### src/rtl/core/xorshift64star_byte_generator_defines.svh
// Assertion macros shared by the generator RTL.
`ifndef XORSHIFT64STAR_BYTE_GENERATOR_DEFINES_SVH
`define XORSHIFT64STAR_BYTE_GENERATOR_DEFINES_SVH

// Same-cycle implication, checked out of reset.
`define XSBG_ASSERT_NOW(label, clk, rst_n, ante, cons) \
    label: assert property (@(posedge clk) disable iff (!(rst_n)) (ante) |-> (cons)) \
        else $error("xsbg assertion failed");

// Next-cycle implication, checked out of reset.
`define XSBG_ASSERT_NEXT(label, clk, rst_n, ante, cons) \
    label: assert property (@(posedge clk) disable iff (!(rst_n)) (ante) |=> (cons)) \
        else $error("xsbg assertion failed");

`endif

### src/rtl/core/xsbg_pkg.sv
// Types and constants of the xorshift64* byte generator.
package xsbg_pkg;

    typedef logic [63:0] t_word;
    typedef logic [31:0] t_half;

    localparam t_word SEED_XOR  = 64'h9E37_79B9_7F4A_7C15;
    localparam t_word SEED_MUL  = 64'hBF58_476D_1CE4_E5B9;
    localparam t_word SEED_ZERO = 64'h9E37_79B9_5A4A_7C15;
    localparam t_word OUT_MUL   = 64'h2545_F491_4F6C_DD1D;

    localparam int unsigned SHIFT_A    = 12;
    localparam int unsigned SHIFT_B    = 25;
    localparam int unsigned SHIFT_C    = 27;
    localparam int unsigned SHIFT_FOLD = 21;

    localparam logic OP_SEED = 1'b0;
    localparam logic OP_READ = 1'b1;

endpackage

### src/rtl/core/xsbg_mul.sv
// Shared 32x32 multiplier with registered 64-bit product.
module xsbg_mul
    import xsbg_pkg::*;
(
    input  logic  i_clk,
    input  t_half i_a,
    input  t_half i_b,
    output t_word o_p
);

    t_word r_p;

    always_ff @(posedge i_clk) begin
        r_p <= t_word'(i_a) * t_word'(i_b);
    end

    assign o_p = r_p;

endmodule

### src/rtl/core/xorshift64star_byte_generator.sv
// Seed: multiply in 4 partial steps (S_MUL0..S_MUL3), then fold. Read: S_SHIFT and the
// multiply precede the first byte, then 1 byte per cycle while i_ready is high; each further
// 8-byte word repeats S_SHIFT and the multiply first. One request at a time; the block
// uses the single 32x32 multiplier, taking three partial products per word.
// Reset (synchronous, active low) returns to idle and clears the generator state to zero.
module xorshift64star_byte_generator
    import xsbg_pkg::*;
#(
    parameter int unsigned MAX_READ_BYTES = 64
) (
    input  logic        i_clk,
    input  logic        i_rst_n,
    input  logic        i_valid,
    output logic        o_ready,
    input  logic        i_operation,
    input  logic [31:0] i_tick_value,
    input  logic [6:0]  i_byte_count,
    output logic        o_valid,
    input  logic        i_ready,
    output logic [7:0]  o_random_byte,
    output logic        o_last_byte
);

`include "xorshift64star_byte_generator_defines.svh"

    localparam int unsigned CW = $clog2(MAX_READ_BYTES + 1);

    typedef enum logic [2:0] {
        S_IDLE,
        S_SHIFT,
        S_MUL0,
        S_MUL1,
        S_MUL2,
        S_MUL3,
        S_FOLD,
        S_EMIT
    } t_fsm;

    t_fsm          r_fsm,    n_fsm;
    t_word         r_state,  n_state;
    t_word         r_opa,    n_opa;
    t_word         r_acc,    n_acc;
    logic          r_seed,   n_seed;
    logic [CW-1:0] r_remain, n_remain;
    logic [2:0]    r_bidx,   n_bidx;

    t_half mul_a;
    t_half mul_b;
    t_word mul_p;
    t_word cmul;
    t_word xs1;
    t_word xs2;
    t_word xs3;
    t_word fold;
    t_word tick_ext;
    logic [CW-1:0] count_sat;

    xsbg_mul u_mul (
        .i_clk (i_clk),
        .i_a   (mul_a),
        .i_b   (mul_b),
        .o_p   (mul_p)
    );

    assign cmul = r_seed ? SEED_MUL : OUT_MUL;

    // Partial products: lo*lo, lo*hi, hi*lo; the hi*hi term falls off mod 2^64.
    always_comb begin
        mul_a = r_opa[31:0];
        mul_b = cmul[31:0];
        unique case (r_fsm)
            S_MUL1:  mul_b = cmul[63:32];
            S_MUL2:  mul_a = r_opa[63:32];
            default: ;
        endcase
    end

    assign xs1  = r_state ^ (r_state >> SHIFT_A);
    assign xs2  = xs1 ^ (xs1 << SHIFT_B);
    assign xs3  = xs2 ^ (xs2 >> SHIFT_C);
    assign fold = r_acc ^ (r_acc >> SHIFT_FOLD);

    assign tick_ext  = {{32{i_tick_value[31]}}, i_tick_value};
    assign count_sat = (i_byte_count > 7'(MAX_READ_BYTES)) ? CW'(MAX_READ_BYTES)
                                                           : i_byte_count[CW-1:0];

    always_comb begin
        n_fsm    = r_fsm;
        n_state  = r_state;
        n_opa    = r_opa;
        n_acc    = r_acc;
        n_seed   = r_seed;
        n_remain = r_remain;
        n_bidx   = r_bidx;
        unique case (r_fsm)
            S_IDLE: begin
                if (i_valid) begin
                    if (i_operation == OP_SEED) begin
                        n_seed = 1'b1;
                        n_opa  = tick_ext ^ SEED_XOR;
                        n_fsm  = S_MUL0;
                    end else begin
                        n_seed   = 1'b0;
                        n_remain = count_sat;
                        n_bidx   = 3'd0;
                        // drop zero-length reads
                        if (count_sat != '0) begin
                            n_fsm = S_SHIFT;
                        end
                    end
                end
            end
            S_SHIFT: begin
                n_state = xs3;
                n_opa   = xs3;
                n_fsm   = S_MUL0;
            end
            S_MUL0: n_fsm = S_MUL1;
            S_MUL1: begin
                n_acc = mul_p;
                n_fsm = S_MUL2;
            end
            S_MUL2: begin
                n_acc[63:32] = r_acc[63:32] + mul_p[31:0];
                n_fsm        = S_MUL3;
            end
            S_MUL3: begin
                n_acc[63:32] = r_acc[63:32] + mul_p[31:0];
                n_fsm        = r_seed ? S_FOLD : S_EMIT;
            end
            S_FOLD: begin
                n_state = (fold == '0) ? SEED_ZERO : fold;
                n_fsm   = S_IDLE;
            end
            S_EMIT: begin
                if (i_ready) begin
                    n_acc    = r_acc >> 8;
                    n_remain = r_remain - CW'(1);
                    n_bidx   = r_bidx + 3'd1;
                    if (r_remain == CW'(1)) begin
                        n_fsm = S_IDLE;
                    end else if (r_bidx == 3'd7) begin
                        // advance the generator for the next word
                        n_fsm = S_SHIFT;
                    end
                end
            end
            default: n_fsm = S_IDLE;
        endcase
    end

    always_ff @(posedge i_clk) begin
        if (!i_rst_n) begin
            r_fsm    <= S_IDLE;
            r_state  <= '0;
            r_remain <= '0;
            r_bidx   <= '0;
            r_seed   <= 1'b0;
        end else begin
            r_fsm    <= n_fsm;
            r_state  <= n_state;
            r_remain <= n_remain;
            r_bidx   <= n_bidx;
            r_seed   <= n_seed;
        end
        r_opa <= n_opa;
        r_acc <= n_acc;
    end

    assign o_ready       = (r_fsm == S_IDLE);
    assign o_valid       = (r_fsm == S_EMIT);
    assign o_random_byte = r_acc[7:0];
    assign o_last_byte   = (r_remain == CW'(1));

    `XSBG_ASSERT_NOW(a_busy_while_emit, i_clk, i_rst_n, o_valid, !o_ready)
    `XSBG_ASSERT_NOW(a_emit_has_bytes, i_clk, i_rst_n, o_valid, r_remain != '0)
    `XSBG_ASSERT_NEXT(a_last_ends_read, i_clk, i_rst_n,
        o_valid && i_ready && o_last_byte, !o_valid && o_ready)
    `XSBG_ASSERT_NEXT(a_seed_nonzero, i_clk, i_rst_n, r_fsm == S_FOLD, r_state != '0)

endmodule
### config.mk
export PLATFORM = sky130hd
export DESIGN_NAME = xorshift64star_byte_generator
export DESIGN_NICKNAME = d
export VERILOG_FILES = /design/src/rtl/core/xsbg_pkg.sv /design/src/rtl/core/xsbg_mul.sv /design/src/rtl/core/xorshift64star_byte_generator.sv
export VERILOG_INCLUDE_DIRS = /design/src /design/src/rtl/core
export SDC_FILE = /design/constraint.sdc
export NUM_CORES = 2
export LEC_CHECK = 0
export BUFFER_PORTS_ARGS = -buffer_cell sky130_fd_sc_hd__buf_2
export CELL_PAD_IN_SITES_DETAIL_PLACEMENT = 0
export CELL_PAD_IN_SITES_GLOBAL_PLACEMENT = 2
export CORE_UTILIZATION = 28
export DETAILED_ROUTE_END_ITERATION = 7
export HOLD_SLACK_MARGIN = 0.12
export PLACE_DENSITY_LB_ADDON = 0.3
export SKIP_CTS_REPAIR_TIMING = 1
export SLEW_MARGIN = 40
export SYNTH_ARGS = -nofsm -noshare
export SYNTH_HDL_FRONTEND = slang
export SYNTH_SLANG_ARGS = --single-unit
### constraint.sdc
create_clock -name i_clk -period 21.3 [get_ports i_clk]
set_clock_uncertainty 0.15 [all_clocks]
set_input_delay 4.26 -clock i_clk [delete_from_list [all_inputs] [get_ports i_clk]]
set_output_delay 4.26 -clock i_clk [all_outputs]
set_load 0.05 [all_outputs]
# After elaboration in Yosys (flattened, before gate mapping)
# Cells that the tools add are included.
[classes]
n_mux = 29
n_reduce_logical = 15
n_addsub = 3
n_lt_le_gt_ge = 1
n_eq_ne = 15
multipliers = 1
bitwise_logic = 5
[ops]
columns = ["op", "n"]
rows = [
  ["64-bit two-way mux", 5],
  ["64-bit case mux with 2 select lines", 2],
  ["32-bit case mux with 3 select lines", 1],
  ["64-bit logical NOT", 1],
  ["32-bit by 32-bit multiplier with 64-bit output", 1],
  ["32-bit two-way mux", 2],
  ["32-bit case mux with 2 select lines", 1],
  ["64-bit by 37-bit bitwise XOR with 64-bit output", 1],
  ["64-bit by 43-bit bitwise XOR with 64-bit output", 1],
  ["64-bit by 52-bit bitwise XOR with 64-bit output", 1],
  ["64-bit bitwise XOR", 1],
  ["38-bit NOT", 1],
  ["32-bit adder", 1],
  ["7-bit two-way mux", 4],
  ["3-bit two-way mux", 9],
  ["3-bit case mux with 8 select lines", 1],
  ["3-bit equality test (second input constant)", 5],
  ["7-bit case mux with 2 select lines", 1],
  ["4-bit AND reduction", 2],
  ["2-bit nonzero test", 4],
  ["7-bit by 1-bit equality test with 1-bit output (second input constant)", 1],
  ["7-bit greater-than comparator (second input constant)", 1],
  ["7-bit nonzero test", 1],
  ["7-bit by 1-bit subtractor with 7-bit output (second input constant)", 1],
  ["other kinds (14)", 20],
]
[totals]
word_cells = 78
input_bits = 44
output_inout_bits = 11
ff_bits = 270

# Logic depth before layout (Yosys ltp)
[depth]
ltp_word = 7
ltp_mapped = 37

# Modules after synthesis
# Synthesis repeated with hierarchy kept, for this count alone.
[unflattened]
hier_cells = 5169
area_unflattened_um2 = 47603.2
[modules_own_cells]
columns = ["module", "area_each_um2", "cells_per_inst", "n_inst", "seq_area_each_um2"]
rows = [
  ["xsbg_mul", 34560.6, 3743, 1, 1281.2],
  ["xorshift64star_byte_generator", 13042.5, 1426, 1, 5405.2],
]

# Least setup slack after synthesis
# Ideal clock, no wire load.
[synth_timing]
path_type = "input to register"
start = "input i_operation"
end = "register r_opa[0], enable pin"
arrival_ns = 8.738
cell_stages = 3
setup_time_ns = 0.565
path_slack_ns = 11.847
cell_sequence = "inv_1 -> a21oi_1 -> nor3_1"
[synth_via]
elab_chain_len = 2
[synth_lines]
columns = ["item", "line_no", "rtl"]
rows = [
  ["start: declaration", "xorshift64star_byte_generator.sv:15", "input logic i_operation,"],
  ["2-bit != test (no line)", "--", ""],
  ["3-bit AND reduction (no line)", "--", ""],
  ["end signal: assignment", "xorshift64star_byte_generator.sv:166", "r_opa <= n_opa;"],
  ["end: declaration", "xorshift64star_byte_generator.sv:41", "t_word r_opa, n_opa;"],
]
# Every way passes these cells.
# A chain may end at the register's enable or synchronous reset.

# Worst setup path after layout
[layout_timing]
start = "register r_fsm[2]"
end = "register u_mul.r_p[62], in the netlist u_mul.o_p[62]"
[layout_via]
elab_chain_len = 3
[layout_lines]
columns = ["item", "line_no", "rtl"]
rows = [
  ["start: declaration", "xorshift64star_byte_generator.sv:39", "t_fsm r_fsm, n_fsm;"],
  ["start signal: assignment", "xorshift64star_byte_generator.sv:160", "r_fsm <= n_fsm;"],
  ["3-bit equality test / 3-bit by 2-bit equality test with 1-bit output (equally long branches)", "xorshift64star_byte_generator.sv:71", "unique case (r_fsm)"],
  ["32-bit two-way mux", "xorshift64star_byte_generator.sv:71", ""],
  ["32-bit by 32-bit multiplier with 64-bit output (*)", "xsbg_mul.sv:14", "r_p <= t_word'(i_a) * t_word'(i_b);"],
  ["end signal: assignment", "xsbg_mul.sv:14", ""],
  ["end: declaration", "xsbg_mul.sv:11", "t_word r_p;"],
]
# Mark *: on every way between the ends. The rest lies on a longest branch, timed or not.

==> out/metrics.cfg <==
[outcome]
status=finished clean

[yosys]
synthXorXnorAreaFrac=0.0696
yosysSeqAreaShare=0.152
synth_compound_area_frac=0.0917
async_reset_ff_frac=0
synth_edf_count=128
synthFlopType=dfxtp_1
syn_area_mm2=0.0440
synth_top_family_by_area=adder cells
synthDominantCellAreaShare=0.355
synth-seq-cells=270
synth_cell_type_count=81
synthAdderAreaFrac=0.470
muxShareOfSynthArea=0.00980
yosysTopAreaCell=fa_1
yosys.area_share.simple=0.109
yosys-top-cells-area=fa_1 (36%), ha_1 (11%), edfxtp_1 (8.7%)
syn_area_per_cell_um2=9.49
ys_warn_count=0
mappedNetlistNets=5869
netlist_instances=4640

[run]
drv_cap=0

[detailed_routing]
detail-route-antenna-nets=0
num_vias=32400
drt_first_iter_violations=2885
drt_wl_total_um=176000
first_pass_iters=6
wire_per_inst_um=26.4
post_drt_via_cell_ratio=4.86
remaining_drc_errors=0

[clocking]
clk_pin_slew_worst_paths_ns=0.07
clk_latency_ns=0.60
cts_buffers=29
cts_tree=built
cts_max_level=1
cts-root-buf=clkbuf_16
clock_path_buffers=3
cts.sinks=270

[cells_and_area]
area_growth_pct=8.18
final_common_cell=inv_1
ff_latch_area_mm2=0.00669
diodes=0
num-nets-final=5820
multi_input_area_mm2=0.0331
nFillCells=16500
layout_common_cells=inv_1 (939), fa_1 (781), ha_1 (401)
drive_gt1_frac=0.0472

[sta]
tns_ns=0
fmax_ghz=0.0922
fin_crit_ns=10.85
drv_slew=0
min_period_over_period=0.509
whs_ns=0.328
relSlewSlack=0.449
timing_hold_violations_final=0
setup_violations=0
tightestPinTransition_ns=0.825
rsz0062_at_grt=false

[worst_setup_path]
reg2reg_depth=30
reg2reg_to=u_mul.o_p[62]$_DFF_P_
worstSetupEndpoint=u_mul.o_p[62]$_DFF_P_
startpoint=r_fsm[2]$_SDFFE_PN0P_
critPathSlowestCell=clkinv_1
end_kind=register
timing.rr.start=r_fsm[2]$_SDFFE_PN0P_
critPathRequiredTime_ns=21.63
reg2reg_slack_ns=10.45
criticalPathCategory=register to register
worst-path-max-fanout=35
slowest_delay_ns=0.75
cpMostUsedCell=fa_1
arrival_ns=11.18
crit_path_start_kind=register

[placement]
portBuffers=54
dp_hpwl_um=150000
place_congestion=0.919

[floorplan]
io_pins=55
initial_core_util=0.282
coreArea_mm2=0.156
num_rows=145
dieArea_mm2=0.159
die_x_um=399
die_h_um=399

[global_routing]
grt_max_degree=79
antenna_found_initial=0
grt_pass1_vias=34300
groute.usage.overall=0.223
grt_overflow=0
grt_pass1_wl_um=253000

[min_path]
hold_path_class=register to register

## synth_stat cells (7+ instances only)
master / number
a31oi_1: 25
and4_1: 9
ha_1: 404
nor3_1: 35
xnor2_1: 217
nand3_1: 26
o31ai_1: 10
clkinv_1: 8
a21boi_0: 7
a221oi_1: 22
buf_1: 15
nand2_1: 359
o211ai_1: 13
o211a_1: 13
and2_1: 98
and3_1: 14
nor2b_1: 35
nor2_1: 336
nand2b_1: 47
mux2_2: 22
mux2i_1: 17
nand4_1: 28
xor2_1: 133
a21oi_1: 169
buf_2: 12
o221a_2: 12
o21bai_1: 42
inv_1: 940
clkbuf_1: 141
a222oi_1: 9
dfxtp_1: 142
or3_1: 13
nor4_1: 13
buf_4: 9
o21a_1: 10
o22ai_1: 12
fa_1: 781
edfxtp_1: 128
a22oi_1: 19
o21ai_0: 148
a211oi_1: 9
nand3b_1: 7
a21o_1: 50
## how the worst min path moves through the flow
stage                             startpoint                        to  cells after the start
floorplan           r_remain[5]$_SDFFE_PN0P_  r_remain[5]$_SDFFE_PN0P_                      2
global placement    r_remain[5]$_SDFFE_PN0P_  r_remain[5]$_SDFFE_PN0P_                      2
detailed placement  r_remain[5]$_SDFFE_PN0P_  r_remain[5]$_SDFFE_PN0P_                      2
CTS                 r_remain[5]$_SDFFE_PN0P_  r_remain[5]$_SDFFE_PN0P_                      2
global route        r_remain[5]$_SDFFE_PN0P_  r_remain[5]$_SDFFE_PN0P_                      2
finish              r_remain[5]$_SDFFE_PN0P_  r_remain[5]$_SDFFE_PN0P_                      2
## stage by stage
step | area [um2] | std cells | util | worst slack (ns)
5_1_grt | 47600 | 6672 | 0.305 | 9.94
4_1_cts | 47600 | 6672 | 0.305 | 10.54
6_report | 47600 | 6672 | 0.305 | 10.45
2_1_floorplan | 44000 | 4640 | - | 11.85
3_3_place_gp | 46500 | 6618 | 0.298 | 10.30
3_5_place_dp | 46600 | 6618 | 0.298 | 10.58
## flip-flops by register name (all words and copies together) (netlist names)
signal,cells
r_fsm,3
r_bidx,3
u_mul.o_p,64
r_acc,64
r_state,64
r_seed,1
r_remain,7
r_opa,64
## cells by family after synthesis
family	Yosys count
XOR/XNOR	350
buffers and inverters	1129
AO/OA/AOI/OAI	620
flip-flops	270
multiplexers	40
AND/OR/NAND/NOR	1043
adder cells (fa/ha/maj)	1188
## layout make-up
cell class                 count  share of cell area
multi-input combinational   3241               0.695
sequential                   270               0.140
clock inverter                11             0.00289
timing repair buffer          99              0.0129
clock buffer                  43              0.0196
inverter                     950              0.0749
tap                         2058              0.0540
## worst max-delay path: cells and delay by family (launching register included)
family                     cells  cell delay, ns
xor gates and xnor gates       1            0.16
muxes                          1            0.73
DFF                            1            0.31
AOI/OAI and AO/OA              6            2.06
adders and majority gates      9            4.50
and+or+nand+nor                4            0.65
buffers and inverters          9            2.11
## per-layer routing
| layer | vias to the layer above | GRT usage | wire (um) |
|---|---|---|---|
| li1 | 14500 | - | - |
| met1 | 16900 | 0.318 | 82100 |
| met2 | 880 | 0.365 | 82800 |
| met3 | 154 | 0.0200 | 7040 |
| met4 | 0 | 0.0477 | 4410 |
| met5 | - | 0 | 0 |
Power is not shown: default switching activity piles up to over one toggle a cycle in this logic, so the estimate is an artifact.
